**config.mk**
```make
export PLATFORM = sky130hd
export DESIGN_NAME = sorted_table_insert_delete
export DESIGN_NICKNAME = d
export VERILOG_FILES = /design/src/rtl/sti_pkg.sv /design/src/rtl/sti_ram.sv /design/src/rtl/sorted_table_insert_delete.sv
export SDC_FILE = /design/constraint.sdc
export NUM_CORES = 2
export LEC_CHECK = 0
export BUFFER_PORTS_ARGS = -buffer_cell sky130_fd_sc_hd__buf_2
export CORE_ASPECT_RATIO = 0.75
export CORE_MARGIN = 2
export CORE_UTILIZATION = 47
export CTS_BUF_LIST = sky130_fd_sc_hd__clkbuf_16
export DETAILED_ROUTE_END_ITERATION = 16
export PLACE_DENSITY = 0.64
export RECOVER_POWER = 100
export SLEW_MARGIN = 20
export SYNTH_ARGS = -nofsm -noshare
export SYNTH_HDL_FRONTEND = slang
export SYNTH_HIERARCHICAL = 1
export SYNTH_SLANG_ARGS = --single-unit
```
**constraint.sdc**
```tcl
create_clock -name clk -period 6.3 [get_ports clk]
set_input_delay 0 -clock clk [delete_from_list [all_inputs] [get_ports clk]]
set_output_delay 0 -clock clk [all_outputs]
set_load 0.01 [all_outputs]
```
**src/rtl/sti_pkg.sv**
```systemverilog
// Shared types and codes for the sorted table block.
`timescale 1ns / 1ps
package sti_pkg;

  localparam int WORD_W  = 32;
  localparam int COUNT_W = 7;

  localparam logic [1:0] MODE_INSERT = 2'd0;
  localparam logic [1:0] MODE_DELETE = 2'd1;
  localparam logic [1:0] MODE_DUMP   = 2'd2;

  localparam logic [1:0] STAT_OK       = 2'd0;
  localparam logic [1:0] STAT_FULL     = 2'd1;
  localparam logic [1:0] STAT_EMPTY    = 2'd2;
  localparam logic [1:0] STAT_NOTFOUND = 2'd3;

  typedef struct packed {
    logic [1:0]               mode;
    logic signed [WORD_W-1:0] value;
  } in_word_t;

  typedef struct packed {
    logic [1:0]               status;
    logic signed [WORD_W-1:0] entry_value;
    logic                     entry_valid;
    logic [COUNT_W-1:0]       entry_count;
    logic                     last;
  } out_word_t;

  typedef enum logic [2:0] {
    ST_IDLE,
    ST_INS,
    ST_INS_HEAD,
    ST_DEL,
    ST_DUMP_RD,
    ST_DUMP_OUT,
    ST_RESP
  } state_t;

endpackage

```
**src/rtl/sti_ram.sv**
```systemverilog
// Entry store: one write port and one read port with registered read data.
`timescale 1ns / 1ps
module sti_ram #(
  parameter int DEPTH = 64
) (
  input  logic                          clk,
  input  logic                          we,
  input  logic [$clog2(DEPTH)-1:0]      waddr,
  input  logic [sti_pkg::WORD_W-1:0]    wdata,
  input  logic                          re,
  input  logic [$clog2(DEPTH)-1:0]      raddr,
  output logic [sti_pkg::WORD_W-1:0]    rdata
);
  import sti_pkg::*;

  logic [WORD_W-1:0] mem [DEPTH];
  logic [WORD_W-1:0] rdata_r;

  always_ff @(posedge clk) begin
    if (we) begin
      mem[waddr] <= wdata;
    end
  end

  // hold the last read word until the next read
  always_ff @(posedge clk) begin
    if (re) begin
      rdata_r <= mem[raddr];
    end
  end

  assign rdata = rdata_r;

endmodule

```
**src/rtl/sorted_table_insert_delete.sv**
```systemverilog
// Sorted table of signed words with insert, delete and in-order dump.
// Insert: walks down from the tail, shifting up each entry at or above the new value; empty or full skip the walk.
// Delete: one full forward pass that finds and closes the gap.
// Dump: per entry, a read of the store, then a load of the output register.
// All passes go through the single read port of the entry store; no new operation is taken until one ends.
// Reset clears the count and the sequencer; the store is not cleared and needs no sweep.
`timescale 1ns / 1ps
module sorted_table_insert_delete #(
  parameter int DEPTH = 64
) (
  input  logic               clk,
  input  logic               rst_n,
  input  logic               in_valid,
  output logic               in_stall,
  input  sti_pkg::in_word_t  in_word,
  output logic               out_valid,
  input  logic               out_stall,
  output sti_pkg::out_word_t out_word
);
  import sti_pkg::*;

  localparam int AW = $clog2(DEPTH);
  localparam int CW = $clog2(DEPTH + 1);

  state_t                   state_r, state_nxt;
  logic [CW-1:0]            count_r, count_nxt;
  logic [AW-1:0]            idx_r, idx_nxt;
  logic                     found_r, found_nxt;
  logic [1:0]               status_r, status_nxt;
  logic signed [WORD_W-1:0] value_r;
  logic                     out_valid_r;
  out_word_t                out_r, out_nxt;
  logic                     out_load;
  logic                     slot_free;

  logic                     ram_we, ram_re;
  logic [AW-1:0]            ram_waddr, ram_raddr;
  logic signed [WORD_W-1:0] ram_wdata, ram_rdata;

  // shared compare unit
  logic ge_value, eq_value, at_tail;

  sti_ram #(.DEPTH(DEPTH)) u_ram (
    .clk   (clk),
    .we    (ram_we),
    .waddr (ram_waddr),
    .wdata (ram_wdata),
    .re    (ram_re),
    .raddr (ram_raddr),
    .rdata (ram_rdata)
  );

  assign ge_value  = (ram_rdata >= value_r);
  assign eq_value  = (ram_rdata == value_r);
  assign at_tail   = ((CW'(idx_r) + CW'(1)) == count_r);
  assign slot_free = !out_valid_r || !out_stall;
  assign in_stall  = (state_r != ST_IDLE);

  always_comb begin
    state_nxt  = state_r;
    count_nxt  = count_r;
    idx_nxt    = idx_r;
    found_nxt  = found_r;
    status_nxt = status_r;
    ram_we     = 1'b0;
    ram_waddr  = idx_r;
    ram_wdata  = value_r;
    ram_re     = 1'b0;
    ram_raddr  = idx_r;
    out_load   = 1'b0;
    out_nxt    = out_r;
    unique case (state_r)
      ST_IDLE: begin
        if (in_valid) begin
          status_nxt = STAT_OK;
          found_nxt  = 1'b0;
          priority if (in_word.mode == MODE_INSERT) begin
            if (count_r == CW'(DEPTH)) begin
              status_nxt = STAT_FULL;
              state_nxt  = ST_RESP;
            end else if (count_r == '0) begin
              ram_we    = 1'b1;
              ram_waddr = '0;
              ram_wdata = in_word.value;
              count_nxt = count_r + CW'(1);
              state_nxt = ST_RESP;
            end else begin
              // walk down from the tail
              idx_nxt   = AW'(count_r - CW'(1));
              ram_re    = 1'b1;
              ram_raddr = AW'(count_r - CW'(1));
              state_nxt = ST_INS;
            end
          end else if (in_word.mode == MODE_DELETE) begin
            if (count_r == '0) begin
              status_nxt = STAT_EMPTY;
              state_nxt  = ST_RESP;
            end else begin
              idx_nxt   = '0;
              ram_re    = 1'b1;
              ram_raddr = '0;
              state_nxt = ST_DEL;
            end
          end else if (in_word.mode == MODE_DUMP) begin
            if (count_r == '0) begin
              status_nxt = STAT_EMPTY;
              state_nxt  = ST_RESP;
            end else begin
              idx_nxt   = '0;
              state_nxt = ST_DUMP_RD;
            end
          end else begin
            state_nxt = ST_RESP;
          end
        end
      end
      ST_INS: begin
        ram_we = 1'b1;
        ram_waddr = idx_r + AW'(1);
        if (ge_value) begin
          // shift this entry up one place
          ram_wdata = ram_rdata;
          if (idx_r == '0) begin
            state_nxt = ST_INS_HEAD;
          end else begin
            idx_nxt   = idx_r - AW'(1);
            ram_re    = 1'b1;
            ram_raddr = idx_r - AW'(1);
          end
        end else begin
          ram_wdata = value_r;
          count_nxt = count_r + CW'(1);
          state_nxt = ST_RESP;
        end
      end
      ST_INS_HEAD: begin
        ram_we    = 1'b1;
        ram_waddr = '0;
        ram_wdata = value_r;
        count_nxt = count_r + CW'(1);
        state_nxt = ST_RESP;
      end
      ST_DEL: begin
        if (found_r) begin
          // close the gap
          ram_we    = 1'b1;
          ram_waddr = idx_r - AW'(1);
          ram_wdata = ram_rdata;
        end else if (eq_value) begin
          found_nxt = 1'b1;
        end
        if (at_tail) begin
          if (found_r || eq_value) begin
            count_nxt  = count_r - CW'(1);
            status_nxt = STAT_OK;
          end else begin
            status_nxt = STAT_NOTFOUND;
          end
          state_nxt = ST_RESP;
        end else begin
          idx_nxt   = idx_r + AW'(1);
          ram_re    = 1'b1;
          ram_raddr = idx_r + AW'(1);
        end
      end
      ST_DUMP_RD: begin
        ram_re    = 1'b1;
        ram_raddr = idx_r;
        state_nxt = ST_DUMP_OUT;
      end
      ST_DUMP_OUT: begin
        if (slot_free) begin
          out_load            = 1'b1;
          out_nxt.status      = STAT_OK;
          out_nxt.entry_value = ram_rdata;
          out_nxt.entry_valid = 1'b1;
          out_nxt.entry_count = COUNT_W'(count_r);
          out_nxt.last        = at_tail;
          if (at_tail) begin
            state_nxt = ST_IDLE;
          end else begin
            idx_nxt   = idx_r + AW'(1);
            state_nxt = ST_DUMP_RD;
          end
        end
      end
      ST_RESP: begin
        if (slot_free) begin
          out_load            = 1'b1;
          out_nxt.status      = status_r;
          out_nxt.entry_value = '0;
          out_nxt.entry_valid = 1'b0;
          out_nxt.entry_count = COUNT_W'(count_r);
          out_nxt.last        = 1'b1;
          state_nxt           = ST_IDLE;
        end
      end
      default: begin
        state_nxt = ST_IDLE;
      end
    endcase
  end

  always_ff @(posedge clk) begin
    if (!rst_n) begin
      state_r     <= ST_IDLE;
      count_r     <= '0;
      found_r     <= 1'b0;
      out_valid_r <= 1'b0;
    end else begin
      state_r <= state_nxt;
      count_r <= count_nxt;
      found_r <= found_nxt;
      if (out_load) begin
        out_valid_r <= 1'b1;
      end else if (!out_stall) begin
        out_valid_r <= 1'b0;
      end
    end
  end

  always_ff @(posedge clk) begin
    idx_r    <= idx_nxt;
    status_r <= status_nxt;
    if (out_load) begin
      out_r <= out_nxt;
    end
    if (state_r == ST_IDLE && in_valid) begin
      value_r <= in_word.value;
    end
  end

  assign out_valid = out_valid_r;
  assign out_word  = out_r;

  a_count_bound: assert property (@(posedge clk) disable iff (!rst_n)
    count_r <= CW'(DEPTH))
    else $error("entry count above table depth");

  a_count_step: assert property (@(posedge clk) disable iff (!rst_n)
    (count_r != $past(count_r)) |->
      (count_r == $past(count_r) + CW'(1) || count_r + CW'(1) == $past(count_r)))
    else $error("entry count moved by more than one");

  a_count_idle: assert property (@(posedge clk) disable iff (!rst_n)
    (state_r == ST_IDLE && !in_valid) |=> (count_r == $past(count_r)))
    else $error("entry count changed without an operation");

  a_ram_collide: assert property (@(posedge clk) disable iff (!rst_n)
    !(ram_we && ram_re && ram_waddr == ram_raddr))
    else $error("store read and write at the same address");

  a_entry_ok: assert property (@(posedge clk) disable iff (!rst_n)
    (out_valid_r && out_r.entry_valid) |-> (out_r.status == STAT_OK))
    else $error("dumped entry with a non-ok status");

endmodule

```
Yosys cells after proc, flatten, opt, wreduce, memory -nomap -nowiden
Memory sizes are Yosys's and may differ from the RTL's. A register that Yosys moved wholly into a read port is not among the register bits.
Cells that the tools add are included.
W data, S select, Z words.

storage, ports and cells
  bits in registers = 95
  bits in latches = 0
  RAM bits = 2,048
  bits in read-only memories = 0
  bits of input ports = 38
  memories kept = 1

operators by class
  add/subtract/negate cells = 5
  $mul = 0
  divide/modulo/power cells = 0
  $lt $le $gt $ge = 1
  eq/ne operators = 23
  shift operators = 0
  multiplexer cells = 89
  bitwise operators = 0
  reduce and logical (&&, ||, !) cells = 22

memories
  memory     words  bits a word  rd ports  clocked after memory_dff  wr ports  RTL line       source
  u_ram.mem  64     32           1         1                         1         sti_ram.sv:16  logic [WORD_W-1:0] mem [DEPTH];

operator list
  cell                   number
  $mux W32               6
  $mux W6                19
  $pmux W32 S3           1
  $mux W43               2
  $pmux W43 S2           1
  $mux W7                7
  $pmux W6 S4            2
  $mux W3                13
  $eq A32 B32 Y1         1
  $ge A32 B32 Y1         1
  $pmux W7 S4            1
  $mux W1                23
  $pmux W3 S7            1
  $ne A2 B2 Y1 const B   9
  $pmux W6 S3            1
  $mux W2                8
  $eq A3 B3 Y1 const B   3
  $reduce_and A4 Y1      2
  $reduce_and A8 Y1      1
  $reduce_bool A4 Y1     2
  $add A6 B1 Y7 const B  1
  $add A7 B1 Y7 const B  1
  $eq A7 B7 Y1           1
  $eq A7 B7 Y1 const B   1
  other kinds (27)       32

Longest topological paths before layout
  depth in word-level cells = 8
  gate-level depth with buffers = 22
  mapped depth without buffers = 15

Cells and area by module
The synthesis kept the hierarchy.

by module, submodules not included
  module                      times used  cells an instance  area an instance (um2)  seq. area each (um2)
  sti_ram                     1           3,511              79,359.9                62,459.9
  sorted_table_insert_delete  1           669                6,140.9                 2,732.6

Least setup slack after synthesis
No wires, ideal clock.

  path type = reg-to-reg
  start = reg count_r[0]
  end = mem u_ram.mem[28][0], enable pin
  arrival = 4,428 ps
  slack = 1,451 ps
  cell stages (with the launch flop) = 16
  path buffers = 4
  clock period less this slack = 4,849 ps
  cells stage by stage = dfxtp_1 > clkbuf_1 > inv_1 > ha_1 > nand2b_1 > nor4_4 > nand3_1 > a21oi_1 > nor2b_1 > clkbuf_1 > o221ai_1 > clkbuf_1 > or3b_2 > or2_2 > clkbuf_1 > nor2_1

between the ends
  longest elaborated chain between the ends = 8
  elaborated cells between the ends (all ways) = 14

ends and longest elaborated chain
  item                             RTL line                           source
  start: declaration               sorted_table_insert_delete.sv:26   logic [CW-1:0] count_r, count_nxt;
  start signal: assignment         sorted_table_insert_delete.sv:212  count_r <= count_nxt;
  $logic_not A7 Y1                 sorted_table_insert_delete.sv:81   end else if (count_r == '0) begin
  $mux W1                          sorted_table_insert_delete.sv:81
  $mux W1 *                        sorted_table_insert_delete.sv:78   if (count_r == CW'(DEPTH)) begin
  $mux W1 *                        sorted_table_insert_delete.sv:77   priority if (in_word.mode == MODE_INSERT) begin
  $mux W1 *                        sorted_table_insert_delete.sv:74   if (in_valid) begin
  $pmux W1 S3 *                    sorted_table_insert_delete.sv:72   unique case (state_r)
  net ram_we                       sorted_table_insert_delete.sv:36   logic ram_we, ram_re;
  $mux W1 *                        sti_ram.sv:20                      if (we) begin
  $mux W1 (not written as such) *  sti_ram.sv:21                      mem[waddr] <= wdata;
  end: declaration                 sti_ram.sv:16

Mark *: on every way through the listed nets, which the timed path passes. The rest lies on a longest branch.

Worst setup path after layout
  start = reg u_ram.rdata_r[17], in the netlist u_ram/rdata[17], read port of u_ram.mem
  end = reg u_ram.rdata_r[15], in the netlist u_ram/rdata[15], read port of u_ram.mem (data pin)

between the ends
  longest elaborated chain between the ends = 3
  elaborated cells between the ends (all ways) = 5

ends and longest elaborated chain
  item                RTL line                          source
  start: declaration  sti_ram.sv:17                     logic [WORD_W-1:0] rdata_r;
  $ge A32 B32 Y1      sorted_table_insert_delete.sv:53  assign ge_value = (ram_rdata >= value_r);
  $mux W6             n/a
  $pmux W6 S3         sorted_table_insert_delete.sv:72
  net ram_raddr[5]    sorted_table_insert_delete.sv:37  logic [AW-1:0] ram_waddr, ram_raddr;

The timed path passes the listed nets, and every way through them passes these cells.
A chain may end at the register's enable or synchronous reset.

==> impl_metrics.xml <==
<?xml version="1.0" encoding="UTF-8"?>
<metrics>
  <group name="timing">
    <metric name="tightest_slew" unit="ps">2160</metric>
    <metric name="min_period" unit="ps">6110</metric>
    <metric name="timing_max_transition_violations_final" unit="">242</metric>
    <metric name="skew" unit="ps">36.3</metric>
    <metric name="setup_repair_after_global_routing_missed_its_margin" unit="">no</metric>
    <metric name="post-route-period-util" unit="">0.970</metric>
    <metric name="worst_slack" unit="ps">188</metric>
    <metric name="timing.final.setup_violations" unit="">0</metric>
    <metric name="fin_tns_setup" unit="ps">0</metric>
    <metric name="fmax" unit="MHz">164</metric>
    <metric name="finalHoldViolCount" unit="">0</metric>
    <metric name="normalized_max_slew_margin" unit="">-0.438</metric>
  </group>
  <group name="placement">
    <metric name="numPortBuffers" unit="">82</metric>
    <metric name="pre_cts_slack" unit="ps">483</metric>
    <metric name="place.detailed.hpwl" unit="mm">149</metric>
    <metric name="place.gp.congestion" unit="">0.936</metric>
    <metric name="post_dp_cell_area" unit="sq um">91300</metric>
  </group>
  <group name="detailed_routing">
    <metric name="dr_total_vias" unit="">45700</metric>
    <metric name="drt_first_iter_violations" unit="">7503</metric>
    <metric name="detail_route.wl_per_cell" unit="um">33.7</metric>
    <metric name="remaining_number_of_nets_flagged_by_the_antenna_check_after_routing" unit="">0</metric>
    <metric name="dr.pass1.iters" unit="">6</metric>
    <metric name="route.detailed.vias_per_inst" unit="">6.40</metric>
    <metric name="totalWireLength" unit="mm">241</metric>
    <metric name="residual_drc" unit="">0</metric>
  </group>
  <group name="clocking">
    <metric name="worst_skew_pair_later_pin_latency" unit="ps">830</metric>
    <metric name="cts_sinks" unit="">2175</metric>
    <metric name="ctsRootBufferMaster" unit="">sky130_fd_sc_hd__clkbuf_16</metric>
    <metric name="cts_max_path_buffers" unit="">3</metric>
    <metric name="ctsHtreeMaxLevel" unit="">4</metric>
    <metric name="post_cts_resize_count" unit="">0</metric>
    <metric name="post_cts_setup_buffers" unit="">0</metric>
    <metric name="clk_transition_reported_paths" unit="ps">70</metric>
    <metric name="tritoncts_clock_tree" unit="">done</metric>
    <metric name="cts_inserted_buffers" unit="">190</metric>
  </group>
  <group name="run_status">
    <metric name="violations_in_the_final_reports" unit="">capacitance limit, slew limit</metric>
    <metric name="outcome" unit="">complete, but fails checks</metric>
  </group>
  <group name="floorplan">
    <metric name="die_w" unit="um">497</metric>
    <metric name="initial_utilization" unit="">0.473</metric>
    <metric name="floorplan.die_area" unit="sq um">185000</metric>
    <metric name="fp-row-count" unit="">135</metric>
    <metric name="io_pins" unit="">83</metric>
    <metric name="dieHeight" unit="um">373</metric>
    <metric name="core-area" unit="sq um">181000</metric>
  </group>
  <group name="yosys">
    <metric name="synth_flop_cell" unit="">sky130_fd_sc_hd__edfxtp_1</metric>
    <metric name="yosys.cell_types.count" unit="">73</metric>
    <metric name="post_synth.cell_area_avg" unit="sq um">20.5</metric>
    <metric name="synth_enable_flop_cells" unit="">2163</metric>
    <metric name="ys_ff_latch" unit="">2175</metric>
    <metric name="syn_area" unit="sq um">85500</metric>
    <metric name="yosysSeqAreaShare" unit="">0.762</metric>
    <metric name="yosys_warnings" unit="">6</metric>
    <metric name="synth_top_area_frac" unit="">0.760</metric>
    <metric name="cell_count_after_synthesis" unit="">4180</metric>
    <metric name="async_flop_share" unit="">0</metric>
    <metric name="cell_accounting_for_the_most_synthesized_area" unit="">sky130_fd_sc_hd__edfxtp_1</metric>
    <metric name="synth.area.top_cells" unit="">sky130_fd_sc_hd__edfxtp_1 (76%), sky130_fd_sc_hd__mux4_2 (12%), sky130_fd_sc_hd__mux2i_1 (2.2%), sky130_fd_sc_hd__a22oi_1 (1.4%), sky130_fd_sc_hd__nand2_1 (0.60%)</metric>
    <metric name="net_count_synth" unit="">4255</metric>
  </group>
  <group name="worst_setup_path">
    <metric name="crit_path_max_fanout" unit="">13</metric>
    <metric name="crit_type" unit="">register to register</metric>
    <metric name="ff2ff_path_depth" unit="">15</metric>
    <metric name="required" unit="ps">6840</metric>
    <metric name="critical_path_arrival" unit="ps">6650</metric>
    <metric name="timing.critical_path.from_type" unit="">register</metric>
    <metric name="cp-end-kind" unit="">register</metric>
  </group>
  <group name="global_route">
    <metric name="gr-max-usage-layer" unit="">met1</metric>
    <metric name="gr-usage-met2" unit="">0.364</metric>
    <metric name="use_met1" unit="">0.406</metric>
    <metric name="grtUsageTotal" unit="">0.259</metric>
    <metric name="pin_count_of_the_biggest_net_entering_global_routing" unit="">65</metric>
    <metric name="grt_first_pass_wirelength" unit="mm">338</metric>
    <metric name="antenna_found_initial" unit="">21</metric>
    <metric name="grt_overflow_total" unit="">0</metric>
    <metric name="globalRouteMet3Util" unit="">0.0604</metric>
    <metric name="grt_pass1_vias" unit="">43600</metric>
  </group>
  <group name="final_layout">
    <metric name="layout.nets" unit="">4662</metric>
    <metric name="share_of_post_route_cells_with_drive_strength_above_1" unit="">0.232</metric>
    <metric name="syn_to_final_growth" unit="%">13.8</metric>
    <metric name="design_area" unit="sq um">97300</metric>
  </group>
  <group name="worst_hold_path">
    <metric name="hp-class" unit="">input port to register</metric>
    <metric name="worst_hold_path.num_cells" unit="">2</metric>
  </group>
  <group name="job">
    <metric name="timing.max_cap.violations" unit="">13</metric>
  </group>
</metrics>
-- per-stage QoR --
stage | std cells | hold slack, ps | utilization
after floorplan | 4180 | 98.9 | -
after global placement | 6724 | 203 | 0.505
after detailed placement | 6725 | 201 | 0.505
after CTS | 7138 | 3.18 | 0.542
after global routing | 7139 | 151 | 0.538
final | 7144 | 145 | 0.538
-- state kept, by name (all words and copies together), names as in the netlist --
| register | flops |
|---|---|
| value_r | 32 |
| out_valid | 1 |
| u_ram/rdata | 32 |
| out_word | 43 |
| status_r | 2 |
| state_r | 3 |
| found_r | 1 |
| idx_r | 6 |
| u_ram/mem | 2048 |
| count_r | 7 |
-- logic make-up (layout without fill, tap and decap cells) --
group | count (synthesis) | count (layout) | share of synthesized area
multiplexers | 637 | 637 | 0.140
XOR/XNOR | 21 | 21 | 0.00215
AO/OA/AOI/OAI | 520 | 520 | 0.0428
buffers and inverters | 292 | 853 | 0.0190
flip-flops | 2175 | 2175 | 0.762
adder cells (fa/ha/maj) | 37 | 37 | 0.00541
other | 0 | 6 | 0
AND/OR/NAND/NOR | 498 | 498 | 0.0283
-- critical path, cell delays in order, from the launching register on --
cell and delay (ps):
sky130_fd_sc_hd__edfxtp_1 620, sky130_fd_sc_hd__ha_1 400, sky130_fd_sc_hd__a21oi_1 130, sky130_fd_sc_hd__o21ai_0 100
sky130_fd_sc_hd__a221oi_1 380, sky130_fd_sc_hd__a21oi_1 120, sky130_fd_sc_hd__clkbuf_1 210, sky130_fd_sc_hd__nor4_2 810
sky130_fd_sc_hd__a22oi_1 270, sky130_fd_sc_hd__nand4b_1 320, sky130_fd_sc_hd__clkbuf_4 440, sky130_fd_sc_hd__nand2b_1 590
sky130_fd_sc_hd__o221ai_1 290, sky130_fd_sc_hd__a21oi_1 350, sky130_fd_sc_hd__a21oi_1 130, sky130_fd_sc_hd__a311oi_2 650
-- cell usage after synthesis (12+ instances only) --
master / number
sky130_fd_sc_hd__nor2b_1: 24
sky130_fd_sc_hd__and2_1: 38
sky130_fd_sc_hd__ha_1: 37
sky130_fd_sc_hd__o22ai_1: 48
sky130_fd_sc_hd__inv_1: 48
sky130_fd_sc_hd__or2_2: 13
sky130_fd_sc_hd__nand4_1: 14
sky130_fd_sc_hd__o211ai_1: 18
sky130_fd_sc_hd__dfxtp_1: 12
sky130_fd_sc_hd__clkbuf_1: 108
sky130_fd_sc_hd__mux2i_1: 191
sky130_fd_sc_hd__a211oi_1: 24
sky130_fd_sc_hd__o21ai_0: 60
sky130_fd_sc_hd__o221ai_1: 19
sky130_fd_sc_hd__nand3_1: 60
sky130_fd_sc_hd__nor3_1: 17
sky130_fd_sc_hd__a31oi_1: 25
sky130_fd_sc_hd__a21oi_1: 68
sky130_fd_sc_hd__nand2b_1: 13
sky130_fd_sc_hd__buf_2: 57
sky130_fd_sc_hd__buf_4: 29
sky130_fd_sc_hd__a22o_1: 13
sky130_fd_sc_hd__nor2_1: 129
sky130_fd_sc_hd__nand2_1: 137
sky130_fd_sc_hd__o22a_1: 12
sky130_fd_sc_hd__mux4_2: 446
sky130_fd_sc_hd__a311o_1: 14
sky130_fd_sc_hd__edfxtp_1: 2163
sky130_fd_sc_hd__buf_6: 32
sky130_fd_sc_hd__and3_1: 13
sky130_fd_sc_hd__a22oi_1: 161
-- worst paths after layout --
path | slack, ps | to | from
setup / recovery | 190 | u_ram/rdata[15]$_DFFE_PP_ | u_ram/rdata[17]$_DFFE_PP_
hold / removal | 140 | value_r[9]$_DFFE_PP_ | in_word[9]
hold reg to reg | 560 | out_word[2]$_DFFE_PP_ | count_r[1]$_SDFFE_PN0P_
setup reg to reg | 190 | u_ram/rdata[15]$_DFFE_PP_ | u_ram/rdata[17]$_DFFE_PP_
-- per-layer routing --
layer  up-vias  wire (um)  part of all wire
met2      2855     104000              0.43
met3       322      31400              0.13
met1     24200      99200              0.41
li1      18300          -                 -
met4         4       6230             0.026
met5         -         32           0.00013
-- cell usage in the layout (no fill, tap or decap), types with 63 or more instances in the layout --
cell,n
sky130_fd_sc_hd__clkbuf_16,197
sky130_fd_sc_hd__inv_1,99
sky130_fd_sc_hd__edfxtp_1,2163
sky130_fd_sc_hd__mux4_2,446
sky130_fd_sc_hd__a21oi_1,67
sky130_fd_sc_hd__buf_4,135
sky130_fd_sc_hd__nor2_1,73
sky130_fd_sc_hd__buf_12,63
sky130_fd_sc_hd__clkbuf_2,67
sky130_fd_sc_hd__dlygate4sd3_1,67
sky130_fd_sc_hd__nand2_1,115
sky130_fd_sc_hd__mux2i_1,191
sky130_fd_sc_hd__a22oi_1,161
sky130_fd_sc_hd__clkbuf_1,100
-- timing repair --
item	4_1_cts	5_1_grt
endpoints found under the setup margin	0	0
endpoints found under the hold margin	309	0
hold buffers	67	0
-- cell type report --
class                      count  area [sq um]
timing repair buffer         459          3830
sequential                  2175         65200
antenna                        6          15.0
clock inverter               149          1010
fill                       13900         83500
tap                         2397          3000
inverter                      48           180
multi-input combinational   1713         19100
clock buffer                 197          4930
Power is not shown: default switching activity piles up to over one toggle a cycle in this logic, so the estimate is an artifact.
